`config.mk`:
```
export PLATFORM = sky130hd
export DESIGN_NAME = sprite_animate_and_move
export DESIGN_NICKNAME = d
export VERILOG_FILES = /design/src/design/saam_pkg.sv /design/src/design/sprite_animate_and_move.sv
export SDC_FILE = /design/constraint.sdc
export NUM_CORES = 2
export LEC_CHECK = 0
export BUFFER_PORTS_ARGS = -buffer_cell sky130_fd_sc_hd__buf_4
export CORE_MARGIN = 1.5
export CORE_UTILIZATION = 35
export DETAILED_ROUTE_END_ITERATION = 12
export PLACE_DENSITY = 0.49
export SLEW_MARGIN = 30
export SYNTH_ARGS = -nofsm -noshare
export SYNTH_HDL_FRONTEND = slang
export SYNTH_SLANG_ARGS = --single-unit
```
`constraint.sdc`:
```
create_clock -name i_clk -period 21.2 [get_ports i_clk]
set_input_delay 6.36 -clock i_clk [delete_from_list [all_inputs] [get_ports i_clk]]
set_output_delay 6.36 -clock i_clk [all_outputs]
set_load 0.01 [all_outputs]
```
`src/design/saam_pkg.sv`:
```
// shared types and constants for the sprite animate and move engine
package saam_pkg;

    // item operation codes
    typedef enum logic [1:0] {
        OP_TICK    = 2'd0,
        OP_SET_POS = 2'd1,
        OP_SET_TGT = 2'd2,
        OP_RESTART = 2'd3
    } t_op;

    // configuration register indexes
    typedef enum logic [2:0] {
        CFG_MOVE_SPEED     = 3'd0,
        CFG_FRAME_COUNT    = 3'd1,
        CFG_FRAME_INTERVAL = 3'd2,
        CFG_REPEAT_MODE    = 3'd3,
        CFG_FRAME_WIDTH    = 3'd4,
        CFG_FIRST_FRAME_X  = 3'd5
    } t_cfg_idx;

    // sequencer states
    typedef enum logic [5:0] {
        S_IDLE = 6'b000001,
        S_MUL  = 6'b000010,
        S_PREP = 6'b000100,
        S_DIV  = 6'b001000,
        S_STEP = 6'b010000,
        S_DONE = 6'b100000
    } t_state;

    localparam int unsigned CFG_IDX_W = 3;
    localparam int unsigned CFG_DATA_W = 16;
    localparam int unsigned COORD_W = 16;
    localparam int unsigned SPEED_W = 12;
    localparam int unsigned DELTA_W = 16;
    localparam int unsigned ELAPSED_W = 32;
    localparam int unsigned FRAME_W = 8;

    localparam int unsigned MS_PER_S = 1000;
    // speed * delta
    localparam int unsigned PROD_W = SPEED_W + DELTA_W;
    // speed * delta * minor distance
    localparam int unsigned NUM_W = PROD_W + COORD_W;
    // 1000 * major distance fits in 26 bits
    localparam int unsigned DEN_W = 26;
    // every quotient stays below 2^19 (max speed*delta/1000 = 268365)
    localparam int unsigned QBITS = 19;
    localparam int unsigned CNT_W = $clog2(QBITS);

    // p / 1000 as ((p >> 3) * ceil(2^32 / 125)) >> 32, exact for p below 2^28
    localparam int unsigned PRE_SHIFT = 3;
    localparam int unsigned RECIP_W = 26;
    localparam int unsigned RECIP_SHIFT = 32;
    localparam int unsigned RECIP_PROD_W = PROD_W - PRE_SHIFT + RECIP_W;
    localparam logic [RECIP_W-1:0] RECIP_125 = 26'd34359739;

    localparam logic [SPEED_W-1:0] SPEED_RST = 12'd100;
    localparam logic [FRAME_W-1:0] COUNT_RST = 8'd1;
    localparam logic [DELTA_W-1:0] INTERVAL_RST = 16'd100;

endpackage

```
`src/design/sprite_animate_and_move.sv`:
```
// sprite engine: frame animation timer and stepped movement toward a target
// set position, set target and restart go from accept to S_DONE, then into the output register;
//   so does a tick with the sprite on target
// a tick that moves first runs S_MUL, S_PREP, S_DIV (skipped when both axes are equally far) and S_STEP:
//   the major step comes from a reciprocal multiply, one 19-step restoring divider
//   gives the minor step
// one item at a time; ready is low from accept until the result goes into the output register
// synchronous active-low reset loads the register defaults and clears position, target and timer
module sprite_animate_and_move (
    input  logic                              i_clk,
    input  logic                              i_rst_n,
    // item channel
    input  logic                              i_in_valid,
    output logic                              o_in_ready,
    input  logic [1:0]                        i_operation,
    input  logic [saam_pkg::DELTA_W-1:0]      i_delta_ms,
    input  logic signed [saam_pkg::COORD_W-1:0] i_coord_x,
    input  logic signed [saam_pkg::COORD_W-1:0] i_coord_y,
    // result channel
    output logic                              o_out_valid,
    input  logic                              i_out_ready,
    output logic signed [saam_pkg::COORD_W-1:0] o_position_x,
    output logic signed [saam_pkg::COORD_W-1:0] o_position_y,
    output logic [saam_pkg::FRAME_W-1:0]      o_frame_index,
    output logic signed [saam_pkg::COORD_W-1:0] o_clip_x,
    output logic                              o_animation_done,
    output logic                              o_movement_done,
    // configuration channel
    input  logic                              i_cfg_valid,
    output logic                              o_cfg_ready,
    input  logic [saam_pkg::CFG_IDX_W-1:0]    i_cfg_index,
    input  logic [saam_pkg::CFG_DATA_W-1:0]   i_cfg_data
);

    localparam int unsigned CW = saam_pkg::COORD_W;
    localparam int unsigned QW = saam_pkg::QBITS;
    localparam int unsigned DW = saam_pkg::DEN_W;
    localparam int unsigned EW = saam_pkg::ELAPSED_W;
    localparam int unsigned FW = saam_pkg::FRAME_W;

    // configuration registers
    logic [saam_pkg::SPEED_W-1:0]  r_speed;
    logic [FW-1:0]                 r_count;
    logic [saam_pkg::DELTA_W-1:0]  r_interval;
    logic                          r_repeat;
    logic [11:0]                   r_frame_w;
    logic [11:0]                   r_first_x;

    // sprite state
    logic signed [CW-1:0] r_pos_x, r_pos_y, r_tgt_x, r_tgt_y;
    logic [EW-1:0]        r_elapsed;
    logic [FW-1:0]        r_frame;
    logic [CW-1:0]        r_clip;

    // sequencer and datapath
    saam_pkg::t_state              r_state;
    logic [saam_pkg::DELTA_W-1:0]  r_delta;
    logic [saam_pkg::PROD_W-1:0]   r_prod;
    logic [CW-1:0]                 r_dx, r_dy;
    logic [DW-1:0]                 r_div_den;
    logic [DW-1:0]                 r_rem;
    logic [QW-1:0]                 r_dq;
    logic [saam_pkg::CNT_W-1:0]    r_cnt;
    logic [QW-1:0]                 r_full;
    logic [QW-1:0]                 r_minor;
    logic                          r_adone, r_mdone;

    // output register
    logic                 r_out_valid;
    logic signed [CW-1:0] r_out_px, r_out_py;
    logic [FW-1:0]        r_out_frame;
    logic [CW-1:0]        r_out_clip;
    logic                 r_out_adone, r_out_mdone;

    logic in_acc;
    logic out_load;

    // animation update evaluated in the accept cycle
    logic [EW:0]    e_sum;
    logic [EW-1:0]  e_sat;
    logic [FW:0]    next_frame;
    logic [EW-1:0]  n_elapsed;
    logic [FW-1:0]  n_frame;
    logic [CW-1:0]  n_clip;
    logic           n_adone;

    // major step by reciprocal multiply, minor numerator
    logic [saam_pkg::RECIP_PROD_W-1:0] recip_prod;
    logic [saam_pkg::NUM_W-1:0]        minor_num;

    // divider step
    logic [DW:0]    div_trial;
    logic           div_ge;
    logic [DW-1:0]  n_rem;
    logic [QW-1:0]  n_dq;

    // movement step
    logic [QW-1:0]        step_x, step_y;
    logic signed [CW-1:0] n_pos_x, n_pos_y;

    // move one axis toward its target, snapping to it when less than two steps remain
    function automatic logic signed [CW-1:0] step_axis(
        input logic signed [CW-1:0] cur,
        input logic signed [CW-1:0] fin,
        input logic [QW-1:0]        step
    );
        logic signed [CW:0] diff;
        logic [CW-1:0]      span;
        logic [QW-1:0]      span_w;
        logic [CW-1:0]      st;
        logic signed [CW-1:0] res;
        diff   = {fin[CW-1], fin} - {cur[CW-1], cur};
        span   = diff[CW] ? CW'(-diff) : diff[CW-1:0];
        span_w = QW'(span);
        st     = step[CW-1:0];
        res    = fin;
        // the step can only be taken when at least a full step remains afterwards
        if (span_w > step && (span_w - step) >= step) begin
            res = (cur < fin) ? cur + $signed(st) : cur - $signed(st);
        end
        return res;
    endfunction

    assign in_acc   = i_in_valid && o_in_ready;
    assign out_load = (r_state == saam_pkg::S_DONE) && (!r_out_valid || i_out_ready);

    assign o_in_ready  = (r_state == saam_pkg::S_IDLE);
    assign o_cfg_ready = 1'b1;

    // frame timer, frame number and clip window for a tick
    always_comb begin
        e_sum      = {1'b0, r_elapsed} + (EW+1)'(i_delta_ms);
        e_sat      = e_sum[EW] ? {EW{1'b1}} : e_sum[EW-1:0];
        next_frame = {1'b0, r_frame} + (FW+1)'(1);
        n_elapsed  = r_elapsed;
        n_frame    = r_frame;
        n_clip     = r_clip;
        n_adone    = 1'b0;
        // a finished strip in stop mode freezes the timer
        if (r_repeat || r_frame < r_count) begin
            n_elapsed = e_sat;
            if (e_sat > EW'(r_interval)) begin
                n_elapsed = '0;
                if (next_frame >= {1'b0, r_count}) begin
                    if (r_repeat) begin
                        n_frame = '0;
                        n_clip  = CW'(r_first_x);
                    end else begin
                        n_frame = next_frame[FW-1:0];
                        n_adone = 1'b1;
                    end
                end else begin
                    n_frame = next_frame[FW-1:0];
                    n_clip  = r_clip + CW'(r_frame_w);
                end
            end
        end
    end

    // speed * delta / 1000 and speed * delta * minor distance
    always_comb begin
        recip_prod = r_prod[saam_pkg::PROD_W-1:saam_pkg::PRE_SHIFT] * saam_pkg::RECIP_125;
        minor_num  = r_prod * ((r_dx > r_dy) ? r_dy : r_dx);
    end

    // one restoring division step, one quotient bit per cycle
    always_comb begin
        div_trial = {r_rem, r_dq[QW-1]};
        div_ge    = div_trial >= {1'b0, r_div_den};
        n_rem     = div_ge ? DW'(div_trial - {1'b0, r_div_den}) : div_trial[DW-1:0];
        n_dq      = {r_dq[QW-2:0], div_ge};
    end

    // the axis with the larger distance takes the full step
    always_comb begin
        step_x  = (r_dy > r_dx) ? r_minor : r_full;
        step_y  = (r_dx > r_dy) ? r_minor : r_full;
        n_pos_x = step_axis(r_pos_x, r_tgt_x, step_x);
        n_pos_y = step_axis(r_pos_y, r_tgt_y, step_y);
    end

    // configuration writes
    always_ff @(posedge i_clk) begin
        if (!i_rst_n) begin
            r_speed    <= saam_pkg::SPEED_RST;
            r_count    <= saam_pkg::COUNT_RST;
            r_interval <= saam_pkg::INTERVAL_RST;
            r_repeat   <= 1'b1;
            r_frame_w  <= '0;
            r_first_x  <= '0;
        end else if (i_cfg_valid && o_cfg_ready) begin
            case (saam_pkg::t_cfg_idx'(i_cfg_index))
                saam_pkg::CFG_MOVE_SPEED:     r_speed    <= i_cfg_data[saam_pkg::SPEED_W-1:0];
                saam_pkg::CFG_FRAME_COUNT:    r_count    <= i_cfg_data[FW-1:0];
                saam_pkg::CFG_FRAME_INTERVAL: r_interval <= i_cfg_data;
                saam_pkg::CFG_REPEAT_MODE:    r_repeat   <= i_cfg_data[0];
                saam_pkg::CFG_FRAME_WIDTH:    r_frame_w  <= i_cfg_data[11:0];
                saam_pkg::CFG_FIRST_FRAME_X:  r_first_x  <= i_cfg_data[11:0];
                default: ;
            endcase
        end
    end

    // sequencer and sprite state
    always_ff @(posedge i_clk) begin
        if (!i_rst_n) begin
            r_state   <= saam_pkg::S_IDLE;
            r_pos_x   <= '0;
            r_pos_y   <= '0;
            r_tgt_x   <= '0;
            r_tgt_y   <= '0;
            r_elapsed <= '0;
            r_frame   <= '0;
            r_clip    <= '0;
            r_adone   <= 1'b0;
            r_mdone   <= 1'b0;
        end else begin
            case (r_state)
                saam_pkg::S_IDLE: begin
                    if (in_acc) begin
                        r_adone <= 1'b0;
                        r_mdone <= 1'b0;
                        r_delta <= i_delta_ms;
                        r_state <= saam_pkg::S_DONE;
                        case (saam_pkg::t_op'(i_operation))
                            saam_pkg::OP_TICK: begin
                                r_elapsed <= n_elapsed;
                                r_frame   <= n_frame;
                                r_clip    <= n_clip;
                                r_adone   <= n_adone;
                                // only an off-target sprite needs the step datapath
                                if (r_pos_x != r_tgt_x || r_pos_y != r_tgt_y) begin
                                    r_state <= saam_pkg::S_MUL;
                                end
                            end
                            saam_pkg::OP_SET_POS: begin
                                r_pos_x <= i_coord_x;
                                r_pos_y <= i_coord_y;
                                r_tgt_x <= i_coord_x;
                                r_tgt_y <= i_coord_y;
                            end
                            saam_pkg::OP_SET_TGT: begin
                                r_tgt_x <= i_coord_x;
                                r_tgt_y <= i_coord_y;
                            end
                            saam_pkg::OP_RESTART: begin
                                r_elapsed <= '0;
                                r_frame   <= '0;
                                r_clip    <= CW'(r_first_x);
                            end
                            default: ;
                        endcase
                    end
                end
                saam_pkg::S_MUL: begin
                    r_prod  <= r_speed * r_delta;
                    r_dx    <= (r_pos_x > r_tgt_x) ? CW'(r_pos_x - r_tgt_x)
                                                   : CW'(r_tgt_x - r_pos_x);
                    r_dy    <= (r_pos_y > r_tgt_y) ? CW'(r_pos_y - r_tgt_y)
                                                   : CW'(r_tgt_y - r_pos_y);
                    r_state <= saam_pkg::S_PREP;
                end
                saam_pkg::S_PREP: begin
                    // major step: speed * delta / 1000
                    r_full    <= recip_prod[saam_pkg::RECIP_SHIFT +: QW];
                    // minor step divider load
                    r_rem     <= DW'(minor_num[saam_pkg::NUM_W-1:QW]);
                    r_dq      <= minor_num[QW-1:0];
                    r_div_den <= DW'(((r_dx > r_dy) ? r_dx : r_dy) * saam_pkg::MS_PER_S);
                    r_cnt     <= saam_pkg::CNT_W'(QW - 1);
                    // equal distances need no minor step
                    r_state   <= (r_dx == r_dy) ? saam_pkg::S_STEP : saam_pkg::S_DIV;
                end
                saam_pkg::S_DIV: begin
                    r_rem <= n_rem;
                    r_dq  <= n_dq;
                    r_cnt <= r_cnt - saam_pkg::CNT_W'(1);
                    if (r_cnt == '0) begin
                        r_minor <= n_dq;
                        r_state <= saam_pkg::S_STEP;
                    end
                end
                saam_pkg::S_STEP: begin
                    r_pos_x <= n_pos_x;
                    r_pos_y <= n_pos_y;
                    r_mdone <= (n_pos_x == r_tgt_x) && (n_pos_y == r_tgt_y);
                    r_state <= saam_pkg::S_DONE;
                end
                saam_pkg::S_DONE: begin
                    if (out_load) begin
                        r_state <= saam_pkg::S_IDLE;
                    end
                end
                default: r_state <= saam_pkg::S_IDLE;
            endcase
        end
    end

    // output word register
    always_ff @(posedge i_clk) begin
        if (!i_rst_n) begin
            r_out_valid <= 1'b0;
        end else if (out_load) begin
            r_out_valid <= 1'b1;
        end else if (i_out_ready) begin
            r_out_valid <= 1'b0;
        end
    end

    always_ff @(posedge i_clk) begin
        if (out_load) begin
            r_out_px    <= r_pos_x;
            r_out_py    <= r_pos_y;
            r_out_frame <= r_frame;
            r_out_clip  <= r_clip;
            r_out_adone <= r_adone;
            r_out_mdone <= r_mdone;
        end
    end

    assign o_out_valid      = r_out_valid;
    assign o_position_x     = r_out_px;
    assign o_position_y     = r_out_py;
    assign o_frame_index    = r_out_frame;
    assign o_clip_x         = $signed(r_out_clip);
    assign o_animation_done = r_out_adone;
    assign o_movement_done  = r_out_mdone;

    // partial remainder never reaches the divisor, so 19 quotient bits suffice
    a_div_rem_bound: assert property (@(posedge i_clk) disable iff (!i_rst_n)
        (r_state == saam_pkg::S_DIV) |-> (r_rem < r_div_den))
        else $error("divider remainder out of range");

    // the minor axis step never exceeds the major one
    a_minor_le_full: assert property (@(posedge i_clk) disable iff (!i_rst_n)
        (r_state == saam_pkg::S_STEP && r_dx != r_dy) |-> (r_minor <= r_full))
        else $error("minor step larger than major step");

    // movement done means the sprite sits on its target
    a_move_on_target: assert property (@(posedge i_clk) disable iff (!i_rst_n)
        (r_state == saam_pkg::S_DONE && r_mdone) |->
        (r_pos_x == r_tgt_x && r_pos_y == r_tgt_y))
        else $error("movement done off target");

    // a finished strip always stops on a nonzero frame
    a_anim_frame: assert property (@(posedge i_clk) disable iff (!i_rst_n)
        (o_out_valid && o_animation_done) |-> (o_frame_index != '0))
        else $error("animation done on frame zero");

endmodule

```
## Yosys cells after proc, flatten, opt, wreduce, memory -nomap -nowiden

Index checks and enable logic that the tools add are counted.

| operators by class | value |
|---|---|
| add/subtract/negate cells | 19 |
| multipliers | 4 |
| $lt $le $gt $ge | 14 |
| eq/ne operators | 26 |
| multiplexer cells | 52 |
| reduce and logical (&&, ||, !) cells | 36 |

Operators by type and width:

| operator | number |
|---|---|
| two-way mux 16 bit | 18 |
| two-way mux 32 bit | 3 |
| one-hot mux 16 bit (2 select lines) | 3 |
| subtractor 16 bit | 6 |
| greater-than comparator 16 bit | 4 |
| one-hot mux 32 bit (2 select lines) | 1 |
| one-hot mux 26 bit (2 select lines) | 1 |
| multiplier 25 x 26 -> 51 bit (second input constant) | 1 |
| == test 16 bit | 3 |
| multiplier 28 x 16 -> 44 bit | 1 |
| >= comparator 19 bit | 2 |
| greater-than comparator 16 x 19 -> 1 bit | 2 |
| two-way mux 19 bit | 2 |
| one-hot mux 19 bit (2 select lines) | 1 |
| subtractor 16 x 19 -> 19 bit | 2 |
| one-hot mux 6 bit (6 select lines) | 1 |
| subtractor 16 x 16 -> 17 bit | 2 |
| adder 32 x 16 -> 33 bit | 1 |
| adder 16 bit | 2 |
| greater-than comparator 32 x 16 -> 1 bit | 1 |
| < comparator 16 bit | 2 |
| two-way mux 8 bit | 4 |
| != test 16 bit | 2 |
| negation 16 bit | 2 |
| 43 further kinds | 84 |

| word-level totals | value |
|---|---|
| flip-flop bits (word level) | 435 |
| bits of input ports | 74 |
| output and inout bits | 61 |
| word-level logic and storage cells | 184 |

## Longest topological paths before layout

| depth | value |
|---|---|
| depth after elaboration | 10 |
| gate-level depth with buffers | 39 |
| mapped depth without buffers | 37 |

## Worst setup path after synthesis

No wires, ideal clock.

| path | value |
|---|---|
| path type | input port to flip-flop |
| start | input i_delta_ms[0] (netlist bit) |
| end | register r_frame[2] |
| library setup time | 0.138 ns |
| data arrival time | 10.472 ns |
| required time | 21.062 ns |
| path slack | 10.590 ns |
| stages on the path | 23 |
| buffers on the path | 3 |
| cell sequence | ha_1 -> inv_1 -> fa_1 -> nor2b_1 -> o21ai_0 -> a211oi_2 -> o31ai_1 -> nand2_1 -> nand2b_1 -> or2_2 -> clkbuf_1 -> clkbuf_1 -> nand2_1 -> ha_1 -> nand4_1 -> or2_2 -> o32a_1 -> nor3_1 -> nand4_4 -> or2_2 -> clkbuf_1 -> a31oi_1 -> a311oi_1 |

| on the way | value |
|---|---|
| cells in the longest elaborated chain, start to end | 5 |

RTL lines:

| element | RTL line | source |
|---|---|---|
| from (decl) | sprite_animate_and_move.sv:16 | `input logic [saam_pkg::DELTA_W-1:0] i_delta_ms,` |
| adder 32 x 16 -> 33 bit | sprite_animate_and_move.sv:132 | `e_sum = {1'b0, r_elapsed} + (EW+1)'(i_delta_ms);` |
| two-way mux 32 bit | sprite_animate_and_move.sv:133 | `e_sat = e_sum[EW] ? {EW{1'b1}} : e_sum[EW-1:0];` |
| greater-than comparator 32 x 16 -> 1 bit | sprite_animate_and_move.sv:142 | `if (e_sat > EW'(r_interval)) begin` |
| != test 2 bit (no line) | - |  |
| AND reduction 5 bit (no line) | - |  |
| to (signal assigned) | sprite_animate_and_move.sv:228 | `r_frame <= n_frame;` |
| to (decl) | sprite_animate_and_move.sv:52 | `logic [FW-1:0] r_frame;` |

Every way passes these cells.
A chain may end at the register's enable or synchronous reset.

## Final worst setup path

| path | value |
|---|---|
| start | input i_delta_ms[0] (netlist bit) |
| end | register r_clip[11] |

| on the way | value |
|---|---|
| cells in the longest elaborated chain, start to end | 5 |

RTL lines:

| element | RTL line | source |
|---|---|---|
| adder 32 x 16 -> 33 bit | sprite_animate_and_move.sv:132 |  |
| two-way mux 32 bit | sprite_animate_and_move.sv:133 |  |
| greater-than comparator 32 x 16 -> 1 bit | sprite_animate_and_move.sv:142 |  |
| != test 2 bit (no line) | - |  |
| AND reduction 6 bit (no line) | - |  |
| to (signal assigned) | sprite_animate_and_move.sv:229 | `r_clip <= n_clip;` |
| to (signal assigned) | sprite_animate_and_move.sv:249 | `r_clip <= CW'(r_first_x);` |
| to (decl) | sprite_animate_and_move.sv:53 | `logic [CW-1:0] r_clip;` |

Every way passes these cells.

==> results.py <==
metrics = {
    "outcome": {
        "status": "finished clean",
    },
    "synth": {
        "postSynth.asyncResetShare": 0,
        "netlist_instances": 6905,
        "yosysWarningCount": 0,
        "synth_edf_count": 245,
        "synth.avg_cell_area_um2": 8.90,
        "ys_types": 94,
        "syn-num-nets": 8503,
        "ys_ff_latch": 435,
        "synth_seq_area_share": 0.182,
        "synth_area_mm2": 0.0614,
        "ys.flop_type": "edfxtp_1",
    },
    "setup_path": {
        "worst_setup_path_startpoint": "i_delta_ms[0]",
        "crit_family": "compound AO/OA/AOI/OAI gates",
        "reg2reg_to": "r_rem[19]",
        "cp_slowest_stage_delay_ns": 0.79,
        "path_buf_inv": 2,
        "worstSetupPathType": "in -> reg",
        "crit_slowest_cell": "o311ai_4",
        "crit_fanout": 20,
        "endpoint_kind": "register",
        "r2r_slack_ns": 10.78,
        "startpoint_type": "primary input",
        "critPathCapture": "r_clip[11]",
        "crit_required_ns": 21.71,
        "reg2reg_depth": 30,
        "path_cells": "buf_4 -> ha_1 -> inv_1 -> fa_1 -> nor2b_1 -> o21ai_0 -> a211oi_2 -> o31ai_1 -> nand2_1 -> nand2b_1 -> or2_2 -> o21ai_0 -> ha_1 -> nand4_1 -> or2_2 -> o32a_1 -> nor3_1 -> nand4_4 -> o311ai_4 -> mux2i_1 -> nor2_1",
        "path_depth": 21,
        "arrival_ns": 11.65,
        "r2r_start": "r_dx[14]",
    },
    "timing": {
        "slew_headroom": 0.290,
        "hold_violations": 0,
        "tns_ns": 0,
        "rsz0062_at_grt": "no",
        "fin_skew_ns": 0.0364,
        "drv_slew": 0,
        "worst_slack_ns": 10.07,
        "fmax_mhz": 89.8,
        "tightest_slew_ns": 1.05,
        "setup_violations": 0,
        "fin_crit_ns": 11.13,
        "finalCritPeriodShare": 0.525,
    },
    "clocking": {
        "tritoncts": "done",
        "htree_levels": 2,
        "cts_resized": 0,
        "clk_latency_ns": 0.68,
        "clkTransAtPathRegs_ns": 0.06,
        "cts_max_path_buffers": 3,
        "cts-buffers-inserted": 52,
        "cts.sinks": 435,
        "root_buffer": "clkbuf_16",
        "cts_hold_buffers": 0,
        "post-cts-setup-buffer-count": 0,
    },
    "floorplan": {
        "core.rowCount": 153,
        "core_mm2": 0.174,
        "start_util": 0.353,
        "die-area_mm2": 0.178,
        "io_pins": 135,
        "fp.dieH_um": 422,
        "dieWidth_um": 422,
    },
    "routing": {
        "wl_um": 184000,
        "vias_per_cell": 5.09,
        "postRouteAntennaNets": 0,
        "dr.pass1.iters": 6,
        "drc": 0,
        "dr_total_vias": 47251,
        "dr.first_iter.drc_count": 2847,
        "avgRoutedWirePerCell_um": 19.8,
    },
    "placed_design": {
        "port_buffers": 133,
        "hpwl_um": 148000,
        "detailedPlace.worstSlack_ns": 9.36,
        "gp_congestion": 0.904,
    },
    "layout": {
        "mostFrequentLayoutCell": "inv_1",
        "layout_common_cells": "inv_1, nand2_1, fa_1",
        "drive_gt1_frac": 0.0561,
        "diodes": 0,
        "area_growth_pct": 8.77,
        "nets": 8521,
    },
    "global_route": {
        "grt_pass1_vias": 48809,
        "overflow": 0,
        "grt_util_all_layers": 0.207,
        "grt_max_degree": 66,
        "antenna_found_initial": 4,
        "grt_pass1_wl_um": 288000,
    },
    "min_path": {
        "worstHoldPathType": "reg -> reg",
    },
    "power": {
        "power.leakage_nw": 31.0,
        "irDropWorstVdd_v": 0.0000659,
        "powerDensity_mw_per_mm2": 76.7,
    },
    "run": {
        "drv_cap": 0,
    },
}
[worst reg2reg max path, delay by kind of cell, from the launching register on]
kind / cells / cell delay (ns)
fa+ha+maj: 8 / 3.82
mux: 1 / 0.75
flops: 1 / 0.44
simple gates: 7 / 1.74
xor+xnor: 1 / 0.19
compound gates: 8 / 2.14
buf+inv: 5 / 1.07
[final cells by class]
type                            count  area, um2
Fill cell                       17972     107000
Multi-Input combinational cell   5007      44800
Sequential cell                   435      11200
Inverter                         1218       4570
Tap cell                         2325       2910
Timing Repair Buffer              209       1590
Clock buffer                       62       1390
Clock inverter                     35        398
[report_power, final]
group / internal, mW / switching [mW] / total, mW
clock: 0.529 / 0.421 / 0.950
combinational: 1.28 / 1.87 / 3.15
sequential: 0.990 / 0.0299 / 1.02
total: 2.80 / 2.32 / 5.12
[registers in the layout, indices dropped and copies added, names as in the netlist, 19 cells and up]
signal     count
r_elapsed     32
r_prod        28
r_rem         26
r_div_den     23
r_dq          19
r_full        19
r_minor       19
[through the flow]
stage	area, um2	power, mW	util	instances	hold WS [ns]
floorplan	61400	3.33	-	6905	0.408
global placement	65000	4.17	0.373	9192	0.435
detailed placement	65000	4.19	0.373	9192	0.439
CTS	66800	5.17	0.383	9289	0.458
global route	66800	5.57	0.384	9291	0.474
finish	66800	5.12	0.384	9291	0.453
[synth_stat cells, types with 8 or more instances]
cell type  count  area (um2)
a2111oi_0      9        78.8
a211oi_1      34         255
a21boi_0      17         128
a21o_1       145        1090
a21oi_1      378        1890
a22o_1        17         149
a22oi_1       35         263
a31oi_1       39         244
and2_1       155         970
and3_1        55         344
and4_1         8        70.1
buf_1         10        37.5
buf_2         26         130
clkbuf_1     205         769
dfxtp_1      190        3800
edfxtp_1     245        7360
fa_1         772       15500
ha_1         752        9410
inv_1       1217        4570
mux2_2        29         327
mux2i_1       57         571
nand2_1      870        3270
nand2b_1      46         288
nand3_1       89         445
nand3b_1       8        60.1
nand4_1       40         250
nor2_1       385        1450
nor2b_1       52         325
nor3_1        89         445
nor4_1        21         131
o211ai_1      18         135
o21a_1        62         465
o21ai_0      248        1240
o21ai_1        9        45.0
o21bai_1      30         225
o22ai_1       21         131
o311ai_0      10        87.6
o31a_1         8        70.1
o31ai_1       16         120
or2_2         19         119
or3_1         23         144
xnor2_1      224        1960
xor2_1        88         771
[routing by layer]
| metal | part of all wire | GRT usage | up-vias |
|---|---|---|---|
| met5 | 0.000065 | 0 | - |
| met4 | 0.018 | 0.0400 | 2 |
| met3 | 0.044 | 0.0288 | 166 |
| met2 | 0.49 | 0.359 | 950 |
| met1 | 0.45 | 0.274 | 23560 |
| li1 | - | - | 22573 |
[worst min-delay path by stage]
stage | from | endpoint | slack, ns | cells after the start
2_1_floorplan | r_mdone | o_movement_done | 0.41 | 0
3_3_place_gp | r_dq[10] | r_minor[11] | 0.44 | 0
3_5_place_dp | r_adone | o_animation_done | 0.44 | 0
4_1_cts | r_interval[10] | r_interval[10] | 0.46 | 2
5_1_grt | r_dq[11] | r_minor[12] | 0.47 | 0
6_report | r_adone | o_animation_done | 0.45 | 0
[cell families (layout without fill, tap and decap cells)]
family                   after synthesis  count (layout)  share of synthesized area
adder cells (fa/ha/maj)             1524            1524                      0.405
AO/OA/AOI/OAI                       1184            1184                      0.122
multiplexers                          86              86                     0.0146
buffers and inverters               1463            1524                     0.0905
XOR/XNOR                             314             314                     0.0452
flip-flops                           435             435                      0.182
AND/OR/NAND/NOR                     1898            1898                      0.141
other                                  1               1                  0.0000610
No activity file was read; power rests on OpenSTA's default activity.
